## config.mk

```make
export PLATFORM = sky130hd
export DESIGN_NAME = lcg_front
export DESIGN_NICKNAME = d
export VERILOG_FILES = /design/src/line_color_gradient_assert.svh /design/src/lcg_pkg.sv /design/src/lcg_front.sv
export SDC_FILE = /design/constraint.sdc
export NUM_CORES = 1
export LEC_CHECK = 0
export BUFFER_PORTS_ARGS = -buffer_cell sky130_fd_sc_hd__clkbuf_2
export CORE_ASPECT_RATIO = 1.25
export CORE_MARGIN = 2
export CORE_UTILIZATION = 45
export DETAILED_ROUTE_END_ITERATION = 10
export PLACE_DENSITY_LB_ADDON = 0.15
export SLEW_MARGIN = 10
export SYNTH_ARGS = -nofsm -noshare
export SYNTH_HDL_FRONTEND = slang
export SYNTH_SLANG_ARGS = --single-unit
export TNS_END_PERCENT = 20
```

## constraint.sdc

```tcl
create_clock -name vclk -period 5.3
set_clock_uncertainty 0.05 [all_clocks]
set_input_delay 1.06 -clock vclk [all_inputs]
set_output_delay 1.06 -clock vclk [all_outputs]
set_load 0.03 [all_outputs]
```

## src/line_color_gradient_assert.svh

```systemverilog
// assertion macros for the line color gradient block
`ifndef LINE_COLOR_GRADIENT_ASSERT_SVH
`define LINE_COLOR_GRADIENT_ASSERT_SVH
`ifndef ASSERT_OFF
// clocked assertion on clk_i, off while rst_ni is low
`define LCG_ASSERT(lbl, prop, msg) \
  lbl: assert property (@(posedge clk_i) disable iff (!rst_ni) prop) else $error(msg);
// same-cycle implication
`define LCG_ASSERT_IMPL(lbl, ante, cons, msg) \
  `LCG_ASSERT(lbl, (ante) |-> (cons), msg)
`else
`define LCG_ASSERT(lbl, prop, msg)
`define LCG_ASSERT_IMPL(lbl, ante, cons, msg)
`endif
`endif

```

## src/lcg_pkg.sv

```systemverilog
// shared constants and types of the line color gradient block
package lcg_pkg;

  localparam int COLOR_BITS = 24;
  localparam int CHAN_BITS  = 8;
  localparam int NUM_CHAN   = 3;
  // end minus start of one channel, signed
  localparam int DE_BITS    = CHAN_BITS + 1;
  // quotient bits per channel, the top one flags saturation
  localparam int QUO_BITS   = CHAN_BITS + 1;
  localparam logic [CHAN_BITS-1:0] CHAN_MAX = 8'hFF;

  typedef struct packed {
    logic full;
    logic empty;
  } fifo_status_t;

endpackage

```

## src/lcg_front.sv

```systemverilog
// front end: picks the major axis, forms position and span, flags bypass cases
module lcg_front #(
  parameter int COORD_BITS = 16
) (
  input  logic signed [COORD_BITS-1:0]                       cur_x_i,
  input  logic signed [COORD_BITS-1:0]                       cur_y_i,
  input  logic [lcg_pkg::COLOR_BITS-1:0]                     cur_color_i,
  input  logic signed [COORD_BITS-1:0]                       start_x_i,
  input  logic signed [COORD_BITS-1:0]                       start_y_i,
  input  logic [lcg_pkg::COLOR_BITS-1:0]                     start_color_i,
  input  logic signed [COORD_BITS-1:0]                       end_x_i,
  input  logic signed [COORD_BITS-1:0]                       end_y_i,
  input  logic [lcg_pkg::COLOR_BITS-1:0]                     end_color_i,
  input  logic signed [COORD_BITS:0]                         delta_x_i,
  input  logic signed [COORD_BITS:0]                         delta_y_i,
  output logic                                               bypass_o,
  output logic [lcg_pkg::COLOR_BITS-1:0]                     byp_color_o,
  output logic signed [COORD_BITS:0]                         pos_o,
  output logic [COORD_BITS-1:0]                              dist_o,
  output logic [lcg_pkg::NUM_CHAN*lcg_pkg::CHAN_BITS-1:0]    s_o,
  output logic [lcg_pkg::NUM_CHAN*lcg_pkg::DE_BITS-1:0]      de_o
);
  import lcg_pkg::*;

  logic                    x_major, same_color;
  logic signed [COORD_BITS:0] pos_raw, dist_raw;

  assign x_major    = delta_x_i > delta_y_i;
  assign same_color = (cur_color_i == end_color_i);

  always_comb begin
    if (x_major) begin
      pos_raw  = (COORD_BITS+1)'(cur_x_i) - (COORD_BITS+1)'(start_x_i);
      dist_raw = (COORD_BITS+1)'(end_x_i) - (COORD_BITS+1)'(start_x_i);
    end else begin
      pos_raw  = (COORD_BITS+1)'(cur_y_i) - (COORD_BITS+1)'(start_y_i);
      dist_raw = (COORD_BITS+1)'(end_y_i) - (COORD_BITS+1)'(start_y_i);
    end
  end

  // fold the span sign into the position so the divisor is a magnitude
  always_comb begin
    if (dist_raw[COORD_BITS]) begin
      pos_o  = -pos_raw;
      dist_o = COORD_BITS'(-dist_raw);
    end else begin
      pos_o  = pos_raw;
      dist_o = dist_raw[COORD_BITS-1:0];
    end
  end

  assign bypass_o    = same_color || (dist_raw == '0);
  assign byp_color_o = same_color ? cur_color_i : end_color_i;
  assign s_o         = start_color_i;

  always_comb begin
    for (int c = 0; c < NUM_CHAN; c++) begin
      de_o[c*DE_BITS +: DE_BITS] = {1'b0, end_color_i[c*CHAN_BITS +: CHAN_BITS]}
                                 - {1'b0, start_color_i[c*CHAN_BITS +: CHAN_BITS]};
    end
  end

endmodule

```

==> results.toml <==
[outcome]
outcome = "finished with violations"
failed_checks = "negative setup slack"

[drt]
dr.pass1.iters = 5
vias = 7793
detail-route-antenna-nets = 0
via_per_inst = 5.47
first_iter_violations = 417
drt-wirelength-per-cell_um = 16.5
drt_wl_total_mm = 23.5
drcViolationCount = 0

[pwr]
power_mw = 1.95
p_leak_nw = 4.77
powerDensity_mw_per_mm2 = 221
ir_worst_vdd_mv = 0.327

[layout]
layout-drive-gt1-share = 0.366
area_growth_pct = 35.3
multi_input_area_mm2 = 0.00608
clock_buffers = 0
fin_area_mm2 = 0.00885
final_util = 0.620
flops_and_latches = 0
mostFrequentLayoutCells = "clkbuf_2 (289), inv_1 (104), ha_1 (103)"
final_nets = 1563
seq_area_um2 = 0
layout_commonest_cell = "clkbuf_2"
fillers = 1363

[floorplan]
die_h_um = 139
initial_core_util = 0.458
num_rows = 49
die_area_mm2 = 0.0155
core_area_mm2 = 0.0143
ioPinCount = 311
dieWidth_um = 112

[setup_path]
critPathArrivalTime_ns = 4.26
crit_family = "compound AO/OA/AOI/OAI gates"
path_cells = "buf_6, inv_4, ha_4, inv_2, fa_2, a211o_1, a21oi_2, buf_4, o21ai_0, o21ai_1, o221ai_2, or4b_4, nor4_4, a41oi_2, xor2_1, buf_4"
critPathKind = "in -> out"
critPathCaptureType = "output pin"
crit_fanout = 4
max_stage_delay_ns = 0.58
cp_num_buf_inv = 5
crit_cells = 16
slowest_stage = "or4b_4"
required_ns = 4.19
crit_top_cell = "buf_4"
start_kind = "input port"

[yosys]
synth_warnings = 0
synth_cell_types = 76
syn_area_mm2 = 0.00654
yosysSeqAreaShare = 0
synth.largest_area_cell = "ha_1"
synth.avg_cell_area_um2 = 7.04
yosys-top-cells-area = "ha_1 (20%), xnor2_1 (8.8%), xor2_1 (6.4%)"
syn_inst = 929
synth_top_area_frac = 0.205
syn_nets = 1245

[sta]
finalHoldViolations = 0
clock.fmax_mhz = 186
fin_crit_ns = 5.37
min_period_over_period = 1.01
fin_ws_ns = -0.0702
rsz0062_at_grt = "true"
setup_viol = 5
tightest_slew_ns = 0.484
max-slew-margin-rel = 0.669
report.final.slew_viol_count = 0

[worst_hold_path]
min_path_type = "in -> out"
hold_path_depth = 2

[global_routing]
grt_overflow_total = 0
grt_pass1_wl_mm = 36.4
track_usage = 0.284
grt_max_degree = 24
antenna_found_initial = 2
grt_pass1_vias = 7478

[placement]
dpl_cell_area_mm2 = 0.00853
dp_slack_ns = -0.0822
dp_hpwl_mm = 20.8
routabilityCongestion = 0.959
io_buffer_count = 311

[flow_run]
max_cap_violations = 0
[metal layers]
layer / routed length, um / global-route usage / vias up
li1: - / - / 3947
met4: 763 / 0.0773 / 2
met2: 12300 / 0.552 / 281
met3: 1490 / 0.0363 / 43
met5: 12 / 0 / -
met1: 8940 / 0.320 / 3520
[where the power goes]
| part | switching [mW] | internal, mW | total (mW) |
|---|---|---|---|
| clock network | 0 | 0.0000000253 | 0.0000000253 |
| registers | 0 | 0 | 0 |
| logic | 1.19 | 0.760 | 1.95 |
| total | 1.19 | 0.760 | 1.95 |
[stage by stage]
| step | hold WS (ns) | instances | TNS [ns] |
|---|---|---|---|
| after floorplan | 2.20 | 929 | -0.394 |
| after global placement | 2.33 | 1418 | -0.403 |
| after detailed placement | 2.33 | 1418 | -0.433 |
| after CTS | 2.33 | 1418 | -0.0257 |
| after global routing | 2.34 | 1424 | -2.07 |
| final | 2.33 | 1424 | -0.210 |
[synthesized netlist by cell type (12+ instances only)]
cell	number
nand3_1	17
clkbuf_1	35
nand2b_1	21
xnor2_1	66
inv_1	106
ha_1	107
a21o_1	33
o21ai_0	49
xor2_1	48
a31oi_1	12
mux2i_1	15
nor3_1	18
buf_4	24
nor2_1	54
a21oi_1	68
nand2_1	47
[worst paths after layout]
check                   startpoint         end
hold / removal    start_color_i[2]      s_o[2]
setup / recovery        end_y_i[0]  dist_o[15]
[what timing repair did]
action	4_1_cts	5_1_grt
gates resized for setup	9	88
pin swaps	1	31
setup endpoints to repair	13	32
hold buffers	0	0
setup buffers	0	5
[cell type report]
type / instances / area share
Antenna cell: 1 / 0.000283
Inverter: 106 / 0.0452
Tap cell: 178 / 0.0252
Timing Repair Buffer: 380 / 0.242
Multi-Input combinational cell: 759 / 0.687
[cell families (layout without fill, tap and decap cells)]
logic type,count (synthesis),count (layout),share of synthesized area
AO/OA/AOI/OAI,275,275,0.287
AND/OR/NAND/NOR,237,237,0.192
buffers and inverters,170,486,0.112
adder cells (fa/ha/maj),114,114,0.226
XOR/XNOR,114,114,0.153
multiplexers,19,19,0.0298
other,0,1,0
Power figures use the tool's default switching activity.
