## src/line_color_gradient_assert.svh

```systemverilog
// assertion macros for the line color gradient block
`ifndef LINE_COLOR_GRADIENT_ASSERT_SVH
`define LINE_COLOR_GRADIENT_ASSERT_SVH
`ifndef ASSERT_OFF
// clocked assertion on clk_i, off while rst_ni is low
`define LCG_ASSERT(lbl, prop, msg) \
  lbl: assert property (@(posedge clk_i) disable iff (!rst_ni) prop) else $error(msg);
// same-cycle implication
`define LCG_ASSERT_IMPL(lbl, ante, cons, msg) \
  `LCG_ASSERT(lbl, (ante) |-> (cons), msg)
`else
`define LCG_ASSERT(lbl, prop, msg)
`define LCG_ASSERT_IMPL(lbl, ante, cons, msg)
`endif
`endif

```

## src/lcg_pkg.sv

```systemverilog
// shared constants and types of the line color gradient block
package lcg_pkg;

  localparam int COLOR_BITS = 24;
  localparam int CHAN_BITS  = 8;
  localparam int NUM_CHAN   = 3;
  // end minus start of one channel, signed
  localparam int DE_BITS    = CHAN_BITS + 1;
  // quotient bits per channel, the top one flags saturation
  localparam int QUO_BITS   = CHAN_BITS + 1;
  localparam logic [CHAN_BITS-1:0] CHAN_MAX = 8'hFF;

  typedef struct packed {
    logic full;
    logic empty;
  } fifo_status_t;

endpackage

```

## src/lcg_back.sv

```systemverilog
// back end: multiply, add, and a restoring divide pipeline per channel
module lcg_back #(
  parameter int COORD_BITS = 16
) (
  input  logic                                            clk_i,
  input  logic                                            rst_ni,
  input  logic                                            valid_i,
  input  logic                                            bypass_i,
  input  logic [lcg_pkg::COLOR_BITS-1:0]                  byp_color_i,
  input  logic signed [COORD_BITS:0]                      pos_i,
  input  logic [COORD_BITS-1:0]                           dist_i,
  input  logic [lcg_pkg::NUM_CHAN*lcg_pkg::CHAN_BITS-1:0] s_i,
  input  logic [lcg_pkg::NUM_CHAN*lcg_pkg::DE_BITS-1:0]   de_i,
  output logic                                            valid_o,
  output logic [lcg_pkg::COLOR_BITS-1:0]                  color_o
);
  import lcg_pkg::*;

  localparam int W  = COORD_BITS;
  localparam int SW = W + CHAN_BITS;   // start times span
  localparam int PW = W + 10;          // signed numerator
  localparam int RW = W + 9;           // nonnegative remainder
  localparam int NQ = QUO_BITS;

  // multiply stage
  logic                 v1_q, byp1_q;
  logic [COLOR_BITS-1:0] bcol1_q;
  logic [W-1:0]         d1_q;
  logic [SW-1:0]        ps1_q [NUM_CHAN];
  logic signed [PW-1:0] pd1_q [NUM_CHAN];
  logic [SW-1:0]        ps_d  [NUM_CHAN];
  logic signed [PW-1:0] pd_d  [NUM_CHAN];

  always_comb begin
    for (int c = 0; c < NUM_CHAN; c++) begin
      ps_d[c] = SW'(s_i[c*CHAN_BITS +: CHAN_BITS]) * SW'(dist_i);
      pd_d[c] = PW'(pos_i) * PW'($signed(de_i[c*DE_BITS +: DE_BITS]));
    end
  end

  // add stage (index 0) and one divide step per later index
  logic                  v_q    [NQ+1];
  logic                  byp_q  [NQ+1];
  logic [COLOR_BITS-1:0] bcol_q [NQ+1];
  logic [W-1:0]          d_q    [NQ+1];
  logic                  neg_q  [NQ+1][NUM_CHAN];
  logic [RW-1:0]         r_q    [NQ+1][NUM_CHAN];
  logic [NQ-1:0]         q_q    [NQ+1][NUM_CHAN];
  logic                  neg_d  [NQ+1][NUM_CHAN];
  logic [RW-1:0]         r_d    [NQ+1][NUM_CHAN];
  logic [NQ-1:0]         q_d    [NQ+1][NUM_CHAN];

  always_comb begin
    logic signed [PW-1:0] num;
    logic [RW:0]          trial;
    for (int c = 0; c < NUM_CHAN; c++) begin
      num         = $signed(PW'(ps1_q[c])) + pd1_q[c];
      neg_d[0][c] = num[PW-1];
      r_d[0][c]   = num[RW-1:0];
      q_d[0][c]   = '0;
    end
    // step i tries the divisor shifted up by NQ-i
    for (int i = 1; i <= NQ; i++) begin
      for (int c = 0; c < NUM_CHAN; c++) begin
        trial       = {1'b0, r_q[i-1][c]} - ((RW+1)'(d_q[i-1]) << (NQ - i));
        neg_d[i][c] = neg_q[i-1][c];
        q_d[i][c]   = q_q[i-1][c];
        if (!trial[RW]) begin
          r_d[i][c]          = trial[RW-1:0];
          q_d[i][c][NQ - i]  = 1'b1;
        end else begin
          r_d[i][c] = r_q[i-1][c];
        end
      end
    end
  end

  always_ff @(posedge clk_i or negedge rst_ni) begin
    if (!rst_ni) begin
      v1_q <= 1'b0;
      for (int i = 0; i <= NQ; i++) begin
        v_q[i] <= 1'b0;
      end
    end else begin
      v1_q   <= valid_i;
      v_q[0] <= v1_q;
      for (int i = 1; i <= NQ; i++) begin
        v_q[i] <= v_q[i-1];
      end
    end
  end

  always_ff @(posedge clk_i) begin
    byp1_q  <= bypass_i;
    bcol1_q <= byp_color_i;
    d1_q    <= dist_i;
    for (int c = 0; c < NUM_CHAN; c++) begin
      ps1_q[c] <= ps_d[c];
      pd1_q[c] <= pd_d[c];
    end
    byp_q[0]  <= byp1_q;
    bcol_q[0] <= bcol1_q;
    d_q[0]    <= d1_q;
    for (int i = 1; i <= NQ; i++) begin
      byp_q[i]  <= byp_q[i-1];
      bcol_q[i] <= bcol_q[i-1];
      d_q[i]    <= d_q[i-1];
    end
    for (int i = 0; i <= NQ; i++) begin
      for (int c = 0; c < NUM_CHAN; c++) begin
        neg_q[i][c] <= neg_d[i][c];
        r_q[i][c]   <= r_d[i][c];
        q_q[i][c]   <= q_d[i][c];
      end
    end
  end

  // clamp: negative numerator gives zero, top quotient bit saturates; a bypass passes its color through
  always_comb begin
    for (int c = 0; c < NUM_CHAN; c++) begin
      if (neg_q[NQ][c]) begin
        color_o[c*CHAN_BITS +: CHAN_BITS] = '0;
      end else if (q_q[NQ][c][NQ-1]) begin
        color_o[c*CHAN_BITS +: CHAN_BITS] = CHAN_MAX;
      end else begin
        color_o[c*CHAN_BITS +: CHAN_BITS] = q_q[NQ][c][CHAN_BITS-1:0];
      end
    end
    if (byp_q[NQ]) begin
      color_o = bcol_q[NQ];
    end
  end

  assign valid_o = v_q[NQ];

endmodule

```

## config.mk

```make
export PLATFORM = sky130hd
export DESIGN_NAME = lcg_back
export DESIGN_NICKNAME = d
export VERILOG_FILES = /design/src/line_color_gradient_assert.svh /design/src/lcg_pkg.sv /design/src/lcg_back.sv
export SDC_FILE = /design/constraint.sdc
export NUM_CORES = 2
export LEC_CHECK = 0
export BUFFER_PORTS_ARGS = -buffer_cell sky130_fd_sc_hd__buf_2
export CAP_MARGIN = 20
export CORE_MARGIN = 2
export CORE_UTILIZATION = 55
export CTS_CLUSTER_DIAMETER = 120
export CTS_CLUSTER_SIZE = 28
export DETAILED_ROUTE_END_ITERATION = 7
export PLACE_DENSITY = 0.71
export SYNTH_ARGS = -nofsm -noshare
export SYNTH_HDL_FRONTEND = slang
export SYNTH_SLANG_ARGS = --single-unit
export TNS_END_PERCENT = 1
```

## constraint.sdc

```tcl
create_clock -name clk_i -period 4.1 [get_ports clk_i]
set_input_delay 0.615 -clock clk_i [delete_from_list [all_inputs] [get_ports clk_i]]
set_output_delay 0.615 -clock clk_i [all_outputs]
set_load 0.02 [all_outputs]
```

==> flow_summary.ini <==
[run_status]
status = complete, but fails checks
violations = negative setup slack

[yosys]
synth_edf_count = 0
synth_compound_area_frac = 0.116
synthArstFlopShare = 0.00766
yosysTopAreaCell = dfxtp_1
synth-xor-area-share = 0.0558
netlist_area_um2 = 83600
synth_top_family_by_area = adder cells
synth_area_leaders = dfxtp_1 34%, fa_1 16%, ha_1 12%, inv_1 3.8%, xnor2_1 3.8%
yosys-top-cells-count = 1,425 x dfxtp_1, 857 x inv_1, 795 x ha_1
ys.flop_type = dfxtp_1
syn-num-nets = 10100
synth_fa_ha_area_frac = 0.276
syn_inst = 8524
synthSimpleGateAreaFrac = 0.138
yosysMostFrequentCell = dfxtp_1
ys_ff_latch = 1436
syn_avg_cell_area_um2 = 9.81
yosysTopAreaCellShare = 0.341
post_synth_num_cell_types = 94
yosysSeqAreaShare = 0.344
synth_warnings = 0
synth.area.mux_share = 0.0199

[sta]
rsz0062_at_grt = yes
whs_ps = 220
finalSetupViolCount = 48
fmax_mhz = 220
fin_crit_sh = 1.11
post-route-min-period_ps = 4550
tightest_slew_ps = 810
finalHoldViolCount = 0
slew_viol_final = 0
max_slew_margin = 0.453
setup_ws_ps = -453
fin_skew_ps = 46.8

[power_and_ir_drop]
power.density_nw_per_um2 = 870
switchingPower_mw = 34.7
vdd_ir_drop_max_v = 0.000722
p_clk_frac = 0.085
intPower_mw = 47.4
power_frac_comb = 0.637
switching_share = 0.422
p_leak_nw = 44.4
seq_power_share = 0.278

[global_route]
grt_pass1_wl_mm = 328
antenna_found_initial = 11
grt.overflow.total = 0
grt_max_degree = 34
globalRouteTotalUtil = 0.265
grt_pass1_vias = 62500

[critical_path]
slowest_stage = fa_1
cp.arrival_ps = 5230
path_class = primary input to flip-flop
critPathCaptureType = flip-flop
path_cells = buf_6, buf_6, and2_1, fa_1, fa_1, fa_1, fa_1, ha_4, ha_4, o21a_1, nor2_1, a21oi_2, a221o_1, or4_4, a31o_2, a21oi_2, xnor2_1
cpPeakStageDelay_ps = 570
crit_required_ps = 4780
crit_top_cell = fa_1
worstSetupStartpointType = primary input
path_max_fanout = 9

[route]
wire_per_inst_um = 18.4
num_vias = 60200
drt_pass1_iterations = 8
drt_iter0_markers = 3164
finalWirelength_mm = 206
final_antenna_net_count = 0
routed_via_density = 5.35
drc = 0

[placement]
gp_congestion = 0.923
dpl.cell_count = 11100
dp_hpwl_mm = 173
port_buffers = 136
dp_slack_ps = -1420

[floorplan]
start_util = 0.552
fp-row-count = 143
ios = 137
die_area_um2 = 155000
core_um2 = 151000
dieWidth_um = 394
die_y_um = 394

[clock_tree]
cts.path.max_buffers = 3
cts.sinks = 1436
cts_buffers = 59
cts_tree = built
htreeDepth = 2
root_buffer = clkbuf_16
insertion_delay_ps = 740
clk_pin_slew_ps = 110

[finish]
fin_cells = 11200
fillCellCount = 12600
drive_gt1_frac = 0.130
seq_area_um2 = 28800
area_delta_synth_final_pct = 12.8
utilization = 0.623
fin_nets = 10800
multi_input_area_um2 = 51600

[worst_hold_path]
hp-class = primary input to flip-flop

[run]
cap_violations = 0
-- layout by cell type, fill, tap and decap left out, drive strengths merged, types with 69 or more instances in the layout --
cell / instances
xor2: 174
o21a: 104
nor2: 467
nor3: 137
dfxtp: 1425
nand2b: 125
fa: 657
a21o: 149
nand2: 719
o21ai: 381
xnor2: 359
ha: 795
buf: 785
inv: 859
a21oi: 467
clkbuf: 69
and2: 494
nor2b: 123
nand3: 85
mux2: 121
-- per-stage QoR --
| step | TNS (ps) | power (mW) | instance area, um^2 |
|---|---|---|---|
| after floorplan | -52090 | 55.7 | 83700 |
| after global placement | -89040 | 71.5 | 91200 |
| after detailed placement | -93990 | 72.8 | 91200 |
| after CTS | -8830 | 81.1 | 93800 |
| after global routing | -16700 | 88.9 | 94300 |
| final | -9390 | 82.1 | 94300 |
-- power by group through the flow --
| stage | clock [mW] | combinational [mW] | sequential [mW] |
|---|---|---|---|
| CTS | 7.21 | 51.1 | 22.8 |
| global route | 7.66 | 58.0 | 23.2 |
| detailed placement | 0 | 49.7 | 23.1 |
| finish | 6.98 | 52.3 | 22.8 |
| global placement | 0 | 48.6 | 23.0 |
| floorplan | 0 | 34.4 | 21.4 |
-- layer usage --
metal | vias to the layer above | part of all wire | GRT usage
met4 | 12 | 0.056 | 0.130
met3 | 397 | 0.037 | 0.0302
met5 | - | 0.00039 | 0
li1 | 29600 | - | -
met1 | 29000 | 0.40 | 0.309
met2 | 1204 | 0.50 | 0.480
-- layout make-up --
type | count | area share
timing repair buffer | 819 | 0.0680
tap | 2030 | 0.0269
antenna | 5 | 0.000133
clock buffer | 62 | 0.0158
multi-input combinational | 6020 | 0.548
clock inverter | 8 | 0.00192
sequential | 1436 | 0.305
inverter | 860 | 0.0343
-- cells by family after synthesis --
family,Yosys count
simple gates,2350
compound gates,1534
fa+ha+maj,1452
flops,1436
buf+inv,1068
xor+xnor,533
mux,151
-- state kept, by name, indices dropped and copies added (netlist names) --
register / cells
r_q: 675
byp1_q: 1
pd1_q: 78
bcol1_q: 24
v1_q: 1
byp_q: 10
q_q: 135
d_q: 144
neg_q: 30
valid_o: 1
d1_q: 16
bcol_q: 240
ps1_q: 72
v_q: 9
-- worst max-delay path: cells and delay by family --
family,cells,cell delay [ps]
AO/OA/AOI/OAI,5,950
AND/OR/NAND/NOR,3,700
adder cells (fa/ha/maj),6,2540
buffers and inverters,2,280
XOR/XNOR,1,120
-- what timing repair did --
| action | in CTS | in global routing |
|---|---|---|
| endpoints found under the setup margin | 68 | 69 |
| buffers inserted | 3 | 2 |
| hold buffers | 27 | 0 |
| pin swaps | 43 | 50 |
| endpoints found under the hold margin | 37 | 0 |
| resized for setup | 144 | 120 |
-- final timing paths --
kind                                     from                    to  slack [ps]  cells after the start
setup / recovery                     pos_i[6]  pd1_q[0][70]$_DFF_P_        -450                     17
hold / removal                      dist_i[6]       d1_q[6]$_DFF_P_         220                      2
setup reg to reg           r_q[1][80]$_DFF_P_    r_q[2][22]$_DFF_P_         300                     13
hold reg to reg              d1_q[10]$_DFF_P_    d_q[0][10]$_DFF_P_         320                      0
max in group asynchronous              rst_ni      v_q[1]$_DFF_PN0_        3640                      2
min in group asynchronous              rst_ni      v_q[9]$_DFF_PN0_         280                      2
Note: power is estimated with default switching activity, not from simulation.
