===== src/line_color_gradient_assert.svh =====
// assertion macros for the line color gradient block
`ifndef LINE_COLOR_GRADIENT_ASSERT_SVH
`define LINE_COLOR_GRADIENT_ASSERT_SVH
`ifndef ASSERT_OFF
// clocked assertion on clk_i, off while rst_ni is low
`define LCG_ASSERT(lbl, prop, msg) \
  lbl: assert property (@(posedge clk_i) disable iff (!rst_ni) prop) else $error(msg);
// same-cycle implication
`define LCG_ASSERT_IMPL(lbl, ante, cons, msg) \
  `LCG_ASSERT(lbl, (ante) |-> (cons), msg)
`else
`define LCG_ASSERT(lbl, prop, msg)
`define LCG_ASSERT_IMPL(lbl, ante, cons, msg)
`endif
`endif


===== src/lcg_pkg.sv =====
// shared constants and types of the line color gradient block
package lcg_pkg;

  localparam int COLOR_BITS = 24;
  localparam int CHAN_BITS  = 8;
  localparam int NUM_CHAN   = 3;
  // end minus start of one channel, signed
  localparam int DE_BITS    = CHAN_BITS + 1;
  // quotient bits per channel, the top one flags saturation
  localparam int QUO_BITS   = CHAN_BITS + 1;
  localparam logic [CHAN_BITS-1:0] CHAN_MAX = 8'hFF;

  typedef struct packed {
    logic full;
    logic empty;
  } fifo_status_t;

endpackage


===== src/lcg_fifo.sv =====
// small first-word-fall-through queue with full and empty status
module lcg_fifo #(
  parameter int WIDTH = 8,
  parameter int DEPTH = 4
) (
  input  logic                 clk_i,
  input  logic                 rst_ni,
  input  logic                 push_i,
  input  logic [WIDTH-1:0]     data_i,
  input  logic                 pop_i,
  output logic [WIDTH-1:0]     data_o,
  output lcg_pkg::fifo_status_t status_o
);
  import lcg_pkg::*;

  localparam int PTR_W = (DEPTH > 1) ? $clog2(DEPTH) : 1;
  localparam int CNT_W = $clog2(DEPTH + 1);

  logic [WIDTH-1:0] mem_q [DEPTH];
  logic [PTR_W-1:0] wr_ptr_q, wr_ptr_d, rd_ptr_q, rd_ptr_d;
  logic [CNT_W-1:0] cnt_q, cnt_d;
  logic             do_push, do_pop;

  assign status_o.full  = (cnt_q == CNT_W'(DEPTH));
  assign status_o.empty = (cnt_q == '0);
  assign do_push = push_i && !status_o.full;
  assign do_pop  = pop_i && !status_o.empty;
  assign data_o  = mem_q[rd_ptr_q];

  always_comb begin
    wr_ptr_d = wr_ptr_q;
    rd_ptr_d = rd_ptr_q;
    if (do_push) begin
      wr_ptr_d = (wr_ptr_q == PTR_W'(DEPTH - 1)) ? '0 : wr_ptr_q + 1'b1;
    end
    if (do_pop) begin
      rd_ptr_d = (rd_ptr_q == PTR_W'(DEPTH - 1)) ? '0 : rd_ptr_q + 1'b1;
    end
    cnt_d = cnt_q + CNT_W'(do_push) - CNT_W'(do_pop);
  end

  always_ff @(posedge clk_i or negedge rst_ni) begin
    if (!rst_ni) begin
      wr_ptr_q <= '0;
      rd_ptr_q <= '0;
      cnt_q    <= '0;
    end else begin
      wr_ptr_q <= wr_ptr_d;
      rd_ptr_q <= rd_ptr_d;
      cnt_q    <= cnt_d;
    end
  end

  always_ff @(posedge clk_i) begin
    if (do_push) begin
      mem_q[wr_ptr_q] <= data_i;
    end
  end

endmodule


===== config.mk =====
export PLATFORM = sky130hd
export DESIGN_NAME = lcg_fifo
export DESIGN_NICKNAME = d
export VERILOG_FILES = /design/src/line_color_gradient_assert.svh /design/src/lcg_pkg.sv /design/src/lcg_fifo.sv
export SDC_FILE = /design/constraint.sdc
export NUM_CORES = 1
export LEC_CHECK = 0
export CORE_MARGIN = 2
export CORE_UTILIZATION = 25
export CTS_CLUSTER_DIAMETER = 150
export DETAILED_ROUTE_END_ITERATION = 10
export DONT_BUFFER_PORTS = 1
export PLACE_DENSITY = 0.45
export SYNTH_ARGS = -nofsm -noshare
export SYNTH_HDL_FRONTEND = slang
export SYNTH_SLANG_ARGS = --single-unit

===== constraint.sdc =====
create_clock -name clk_i -period 2.2 [get_ports clk_i]
set_input_delay 0.44 -clock clk_i [delete_from_list [all_inputs] [get_ports clk_i]]
set_output_delay 0.44 -clock clk_i [all_outputs]
set_load 0.005 [all_outputs]

==> results.cfg, run 1 <==
[yosys]
synth_edf_count = 32
synth_simple_gate_area_frac = 0.0515
synthCells = 81
synth_top_family_by_area = multiplexers
ys_warn_count = 0
synth.net_count = 101
synth_compound_area_frac = 0.00390
netlist_area_um2 = 1600
synth_top_area_share = 0.600
synth_most_common_cell = edfxtp_1
synth-xor-area-share = 0.0109
synth_mux_area_frac = 0.136
yosys.area.top_type = edfxtp_1
synth_area_leaders = edfxtp_1 (60%), mux4_2 (11%), dfrtp_1 (11%)
synth-seq-area-share = 0.709
async_flop_share = 0.179
yosys.area_share.adder = 0.0671
synth_common_cells = edfxtp_1 (32), mux4_2 (8), dfrtp_1 (7), ha_1 (7), inv_1 (7)
synth_flop_cell = edfxtp_1
synth-seq-cells = 39
syn_avg_cell_area_um2 = 19.8
ys_types = 19

[critical_path]
critPathKind = flip-flop to flip-flop
cp_top_family = adder cells
worstPathRequired_ns = 2.40
cp_data_arrival_time_ns = 2.30
cp_cell_sequence = nor3_2 -> nand2b_4 -> inv_1 -> ha_1 -> inv_1 -> ha_1 -> fa_1 -> xnor2_1 -> xnor2_1
crit_slowest_cell = dfrtp_2
crit_buf_inv = 2
end_kind = flip-flop
slowest_delay_ns = 0.44
cp-start-kind = flip-flop
cp_max_fo = 3

[clocking]
clkSlewWorstSetupHoldPaths_ns = 0.07
root_buffer = clkbuf_8
cts.path.max_buffers = 2
cts_tree = done
cts-buffers-inserted = 5
htreeDepth = 2
cts.sinks = 39
clkLatencyLatePin_ns = 0.28
cts_setup_buffers = 0

[cells_and_area]
final_nets = 111
antenna_cells = 0
areaGrowthSynthToFinish_pct = 13.7
final_util = 0.290
drive_gt1_frac = 0.304

[sta]
rsz0062_at_grt = true
fin_skew_ns = 0.00235
min_period_over_period = 0.954
timing_hold_violations_final = 0
worstMarginPinSlew_ns = 0.479
slew_violations = 0
maxSlewHeadroom = 0.681
period_needed_ns = 2.10
setup_viol = 0
fmax_mhz = 476

[outcome]
outcome = finished, final reports clean

[drt]
wirelength_mm = 2.63
ant_nets = 0
wl_met3_um = 210
wl_per_cell_um = 15.6
wl_met2_mm = 1.28
drc_errors = 0
wl_met1_mm = 1.12
drt_pass1_iterations = 3
highest-signal-layer = met4
drtIter0Drc = 50
viasPerCell = 4.21
route.vias.total = 711

[die]
die_y_um = 84.1
die_x_um = 84.1
rows = 29
boundaryPins = 22
die-area_um2 = 7070
start_util = 0.255
coreArea_um2 = 6280

[placed_design]
portBuffers = 0
hpwl_mm = 1.79
gp_congestion = 0.651

[global_routing]
grt_overflow_total = 0
grt_pass1_vias = 810
antenna_found_initial = 0
grt_max_degree = 13
grtUsageTotal = 0.0830
grt_pass1_wl_mm = 4.33

[flow_run]
drv_cap = 0

[pwr]
p_per_area_nw_per_um2 = 1250
power.leakage_nw = 0.641
max-vdd-ir-drop_v = 0.000623
finalPower_mw = 2.28

[worst_hold_path]
hp-class = input port to flip-flop
==> sequential cells by signal, indices dropped and copies added, names as in the netlist <==
name	cells
mem_q	32
rd_ptr_q	2
wr_ptr_q	2
cnt_q	3
==> layer usage <==
metal / track usage / vias up
met5: 0 / -
met4: 0.0308 / 0
met2: 0.134 / 22
li1: - / 324
met3: 0.0366 / 5
met1: 0.0971 / 360
==> through the flow <==
| step | instances | hold slack [ns] | area [um^2] | setup TNS [ns] | setup WS [ns] |
|---|---|---|---|---|---|
| floorplan | 81 | 0.144 | 1600 | 0 | 0.0878 |
| global placement | 160 | 0.145 | 1720 | 0 | 0.124 |
| detailed placement | 160 | 0.145 | 1720 | 0 | 0.0361 |
| CTS | 169 | 0.241 | 1820 | 0 | 0.0141 |
| global route | 169 | 0.229 | 1820 | -0.0253 | -0.0253 |
| finish | 169 | 0.250 | 1820 | 0 | 0.101 |
==> repair_timing <==
action	4_1_cts	5_1_grt
setup endpoints to repair	0	9
endpoints found under the hold margin	7	0
gates resized for setup	0	3
hold buffers	1	0
==> kinds of logic after synthesis <==
kind of cell | count (synthesis)
muxes | 11
buffers and inverters | 9
and+or+nand+nor | 11
adders and majority gates | 8
xor gates and xnor gates | 2
DFF | 39
AOI/OAI and AO/OA | 1
==> where the power goes <==
group	internal (mW)	switching [mW]
clock	0.221	0.233
sequential	1.00	0.170
combinational	0.365	0.282
==> layout by cell type (no fill, tap or decap) <==
master,Yosys,routed
and2_1,4,4
buf_4,0,4
clkbuf_1,1,1
clkbuf_8,0,5
clkinv_2,0,1
clkinvlp_4,0,1
dfrtp_1,7,5
dfrtp_2,0,2
dlygate4sd3_1,0,1
edfxtp_1,32,32
fa_1,1,1
ha_1,7,7
inv_1,7,7
mux2_2,2,2
mux2_4,1,1
mux4_2,8,8
nand2_1,1,1
nand2b_4,1,1
nor2_1,2,2
nor2b_2,1,1
nor3_2,0,1
nor3b_4,1,1
o22ai_1,1,1
xnor2_1,2,2
==> layout make-up <==
cell class / count / area (um^2)
clock buffers: 6 / 72.6
flip-flops and latches: 39 / 1140
clock inverters: 2 / 12.5
inverters: 7 / 26.3
repair buffers: 5 / 40.0
well taps: 77 / 96.3
fillers: 623 / 4450
multi-input cells: 33 / 437
==> path summary, 6_finish.rpt <==
check | slack [ns] | to | depth (start not counted) | startpoint
worst max-delay path | 0.10 | cnt_q[2] | 9 | cnt_q[0]
worst max register to register | 0.10 | cnt_q[2] | 9 | cnt_q[0]
max in group asynchronous | 1.45 | rd_ptr_q[0] | 1 | rst_ni
worst min register to register | 0.58 | cnt_q[0] | 1 | cnt_q[0]
worst min-delay path | 0.25 | mem_q[3][0] | 0 | data_i[0]
min in group asynchronous | 0.49 | wr_ptr_q[1] | 1 | rst_ni
Note: power is estimated with default switching activity, not from simulation.
==> run 2: changes to the inputs <==
--- a/config.mk
+++ b/config.mk
@@ -7,6 +7,7 @@
 export LEC_CHECK = 0
 export CORE_MARGIN = 2
 export CORE_UTILIZATION = 25
+export CTS_BUF_LIST = sky130_fd_sc_hd__clkbuf_4
 export CTS_CLUSTER_DIAMETER = 150
 export DETAILED_ROUTE_END_ITERATION = 10
 export DONT_BUFFER_PORTS = 1
==> run 2 against run 1 <==
Against the previous run: total power fell by 3.0%; largest power group unchanged; clock skew rose by 0.0025 ns; die area did not move; count of clock-buffer cells in the layout did not move; first-iteration DRC count fell by 2.0%; critical path type unchanged; via count did not move.
==> results.cfg, run 2 (same netlist as run 1, synthesis figures left out) <==
[outcome]
outcome = finished, final reports clean

[pwr]
power.leakage_nw = 0.638
seqPwrFrac = 0.532
clkPwrFrac = 0.161
p_switching_uw = 686
max-vdd-ir-drop_v = 0.000593
switching_share = 0.311
pwr-share-comb = 0.307
p_int_mw = 1.52
p_per_area_nw_per_um2 = 1220

[die]
die-area_um2 = 7070
rows = 29
die_x_um = 84.1
die_y_um = 84.1
boundaryPins = 22
coreArea_um2 = 6280
start_util = 0.255

[placed_design]
portBuffers = 0
hpwl_mm = 1.79
gp_congestion = 0.651
dpl-instance-area_um2 = 1720
dp_slack_ns = 0.0361

[cells_and_area]
largestRegisters = mem_q x32, cnt_q x3
final_common_cell = edfxtp_1
nFillCells = 627
layout_common_cells = edfxtp_1 (32), mux4_2 (8), inv_1 (7), ha_1 (7), clkbuf_4 (6)
final_nets = 112
areaGrowthSynthToFinish_pct = 13.0
top_register = mem_q
drive_gt1_frac = 0.333
antenna_cells = 0
design_area_um2 = 1810
largest_reg_flops = 32

[global_routing]
grt_overflow_total = 0
grtUsageTotal = 0.0832
antenna_found_initial = 0
grt_max_degree = 13
grt_pass1_vias = 825
grt_pass1_wl_mm = 4.39

[sta]
fmax_mhz = 484
slew_violations = 0
fin_skew_ns = 0.00485
period_needed_ns = 2.07
setup_viol = 0
worstMarginPinSlew_ns = 0.494
setup_tns_ns = 0
rsz0062_at_grt = false
maxSlewHeadroom = 0.671
setup_ws_ns = 0.132
min_period_over_period = 0.940
timing_hold_violations_final = 0

[drt]
drt_pass1_iterations = 3
ant_nets = 0
viasPerCell = 4.18
route.vias.total = 711
drc_errors = 0
wl_per_cell_um = 15.6
drtIter0Drc = 49
wirelength_mm = 2.65

[clocking]
cts.sinks = 39
root_buffer = clkbuf_4
cts-buffers-inserted = 5
cts.path.max_buffers = 2
htreeDepth = 2
clkLatencyLatePin_ns = 0.33
cts_tree = done
clkSlewWorstSetupHoldPaths_ns = 0.11

[critical_path]
critPathKind = flip-flop to flip-flop
cp_data_arrival_time_ns = 2.32
cp_max_fo = 3
worstPathRequired_ns = 2.45
cp-start-kind = flip-flop
end_kind = flip-flop

[flow_run]
drv_cap = 0

[worst_hold_path]
hp-class = input port to flip-flop
[run 2: cell type report]
type / count / area [um^2] / area share
repair buffers: 6 / 47.5 / 0.0262
clock inverters: 2 / 12.5 / 0.00691
flip-flops and latches: 39 / 1140 / 0.628
multi-input cells: 33 / 445 / 0.246
inverters: 7 / 26.3 / 0.0145
well taps: 77 / 96.3 / 0.0532
clock buffers: 6 / 45.0 / 0.0249
[run 2: per-layer routing]
metal	GRT usage	wire, um
met5	0	0
met4	0.0308	23
met3	0.0376	214
met2	0.133	1290
met1	0.0984	1130
[run 2: path summary, 6_finish.rpt]
check | startpoint | cells past startpoint | to | slack, ns
min in group asynchronous | rst_ni | 1 | wr_ptr_q[0] | 0.44
min reg2reg | wr_ptr_q[0] | 1 | wr_ptr_q[0] | 0.63
max reg2reg | cnt_q[0] | 9 | cnt_q[2] | 0.13
min | data_i[6] | 0 | mem_q[1][6] | 0.20
max in group asynchronous | rst_ni | 1 | rd_ptr_q[0] | 1.47
max | cnt_q[0] | 9 | cnt_q[2] | 0.13
[run 2: through the flow]
| step | total power [mW] | hold WS, ns | utilization | cells |
|---|---|---|---|---|
| global placement | 1.82 | 0.145 | 0.274 | 160 |
| global route | 2.38 | 0.159 | 0.289 | 170 |
| CTS | 2.22 | 0.179 | 0.285 | 169 |
| floorplan | 1.65 | 0.144 | - | 81 |
| detailed placement | 1.85 | 0.145 | 0.274 | 160 |
| finish | 2.21 | 0.198 | 0.289 | 170 |
[run 2: power by group through the flow]
stage,Sequential [mW],Combinational [mW],Clock [mW]
after global routing,1.21,0.761,0.405
after CTS,1.17,0.669,0.376
after global placement,1.17,0.644,0
after floorplan,1.08,0.567,0
final,1.17,0.678,0.354
after detailed placement,1.19,0.660,0
[run 2: what timing repair did]
action                                  in CTS  in global routing
cloned                                       0                  0
hold endpoints to repair                     7                  0
hold buffers                                 1                  0
pin swaps                                    0                  2
gates resized for setup                      1                  4
endpoints found under the setup margin       8                  1
buffers inserted                             0                  1
[run 2: critical path, cell delays in order (launching register included)]
cell and delay, ns:
dfrtp_2 0.44, nor3_4 0.20, nand2b_4 0.16, inv_1 0.04, ha_1 0.26, inv_1 0.04
ha_1 0.18, fa_2 0.33, xnor2_1 0.19, xnor2_1 0.14
==> run 3: changes to the inputs <==
--- a/config.mk
+++ b/config.mk
@@ -6,12 +6,12 @@
 export NUM_CORES = 1
 export LEC_CHECK = 0
 export CORE_MARGIN = 2
-export CORE_UTILIZATION = 25
+export CORE_UTILIZATION = 50
 export CTS_BUF_LIST = sky130_fd_sc_hd__clkbuf_4
 export CTS_CLUSTER_DIAMETER = 150
 export DETAILED_ROUTE_END_ITERATION = 10
 export DONT_BUFFER_PORTS = 1
-export PLACE_DENSITY = 0.45
+export PLACE_DENSITY = 0.72
 export SYNTH_ARGS = -nofsm -noshare
 export SYNTH_HDL_FRONTEND = slang
 export SYNTH_SLANG_ARGS = --single-unit
==> run 3 against run 2 <==
Against the previous run: maximum frequency down 1.5%; clock power grew 34%; combinational power is 5.6% lower; largest power group unchanged; critical path depth is the same; utilization is 29 points higher; highest routed layer unchanged.
==> results.cfg, run 3 (same netlist as run 1, synthesis figures left out) <==
[outcome]
outcome = finished, final reports clean

[clocking]
clkLatencyLatePin_ns = 0.35
cts_setup_buffers = 0
cts-buffers-inserted = 5
cts.path.max_buffers = 2
clkSlewWorstSetupHoldPaths_ns = 0.12
root_buffer = clkbuf_4
htreeDepth = 2
cts.sinks = 39
cts_tree = done

[sta]
setup_tns_ns = 0
fmax_mhz = 477
timing_hold_violations_final = 0
slew_violations = 0
rsz0062_at_grt = true
period_needed_ns = 2.10
worstMarginPinSlew_ns = 0.446
setup_viol = 0
min_period_over_period = 0.954
fin_skew_ns = 0.00896
maxSlewHeadroom = 0.702

[placed_design]
hpwl_mm = 1.65
gp_congestion = 0.786
dp.cells = 126
portBuffers = 0

[critical_path]
critPathKind = flip-flop to flip-flop
cp_max_fo = 7
end_kind = flip-flop
cp-start-kind = flip-flop
cp_data_arrival_time_ns = 2.37
worstPathRequired_ns = 2.47

[cells_and_area]
areaGrowthSynthToFinish_pct = 10.7
antenna_cells = 0
top_register = mem_q
layout_common_cells = edfxtp_1 (32), mux4_2 (8), inv_1 (7), ha_1 (7), dfrtp_1 (6)
largest_reg_flops = 32
stdcell_count = 135
final_nets = 110
drive_gt1_frac = 0.297
final_common_cell = edfxtp_1
largestRegisters = mem_q x32, cnt_q x3

[drt]
drtIter0Drc = 28
wirelength_mm = 2.38
route.vias.total = 710
drt_pass1_iterations = 4
wl_per_cell_um = 17.6
drc_errors = 0
viasPerCell = 5.26
ant_nets = 0

[pwr]
p_int_mw = 1.60
pwr-share-comb = 0.281
clkPwrFrac = 0.209
p_per_area_nw_per_um2 = 1280
max-vdd-ir-drop_v = 0.000481
seqPwrFrac = 0.510
power.leakage_nw = 0.646
p_switching_uw = 674
switching_share = 0.296

[global_routing]
grt_overflow_total = 0
grt_max_degree = 14
grt_pass1_vias = 754
grtUsageTotal = 0.151
antenna_found_initial = 0
grt_pass1_wl_mm = 3.65

[die]
boundaryPins = 22
start_util = 0.525
die_x_um = 60.6
die_y_um = 60.6
coreArea_um2 = 3050
die-area_um2 = 3670
rows = 20

[flow_run]
drv_cap = 0

[worst_hold_path]
hp-class = input port to flip-flop
[run 3: cell count changes in the layout (fill, tap and decap cells not counted), sizes merged]
cell / change
bufinv: +1
clkinv: +1
clkinvlp: -1
buf: -2
clkbuf: -1
[run 3: worst paths after layout]
check / endpoint / cells after the start / startpoint / slack [ns]
worst max-delay path: cnt_q[2] / 9 / cnt_q[2] / 0.10
worst min-delay path: mem_q[2][1] / 0 / data_i[1] / 0.18
worst max register to register: cnt_q[2] / 9 / cnt_q[2] / 0.10
worst min register to register: wr_ptr_q[0] / 1 / wr_ptr_q[0] / 0.62
max in group asynchronous: rd_ptr_q[0] / 1 / rst_ni / 1.52
min in group asynchronous: cnt_q[2] / 1 / rst_ni / 0.42
[run 3: power by group through the flow]
stage	Combinational, mW	Clock (mW)	Sequential, mW
2_1_floorplan	0.567	0	1.08
3_3_place_gp	0.624	0	1.16
3_5_place_dp	0.648	0	1.18
4_1_cts	0.646	0.491	1.16
5_1_grt	0.706	0.515	1.19
6_report	0.640	0.475	1.16
[run 3: what timing repair did]
action                                 in CTS  in global routing
hold buffers                                1                  0
setup endpoints to repair                   0                  9
resized for setup                           0                  3
endpoints found under the hold margin       7                  0
[run 3: critical path: stages (launching register included)]
cell and delay (ns):
dfrtp_1 0.44, nor3b_4 0.18, nor2b_4 0.18, inv_1 0.07
ha_1 0.27, inv_1 0.04, ha_1 0.18, fa_1 0.38
xnor2_1 0.17, xnor2_1 0.13
[run 3: metal layers]
metal  track usage  vias up  share of wire
met1         0.178      363           0.41
met5             0        -              0
met4         0.102        0          0.025
met3        0.0448        7          0.061
li1              -      322              -
met2         0.238       18           0.50
[run 3: final cells by class]
| type | instances | area [um^2] |
|---|---|---|
| clock inverters | 3 | 43.8 |
| fillers | 249 | 1280 |
| inverters | 7 | 26.3 |
| clock buffers | 5 | 37.5 |
| flip-flops and latches | 39 | 1140 |
| multi-input cells | 33 | 442 |
| repair buffers | 4 | 32.5 |
| well taps | 44 | 55.1 |
[run 3: per-stage QoR]
stage | utilization | hold WS (ns) | setup WS [ns] | area [um^2] | power [mW]
floorplan | - | 0.144 | 0.0878 | 1600 | 1.65
global placement | 0.548 | 0.145 | 0.0788 | 1670 | 1.79
detailed placement | 0.548 | 0.145 | 0.0285 | 1670 | 1.83
CTS | 0.577 | 0.162 | 0.00417 | 1760 | 2.30
global route | 0.581 | 0.151 | -0.0120 | 1770 | 2.41
finish | 0.581 | 0.176 | 0.102 | 1770 | 2.28
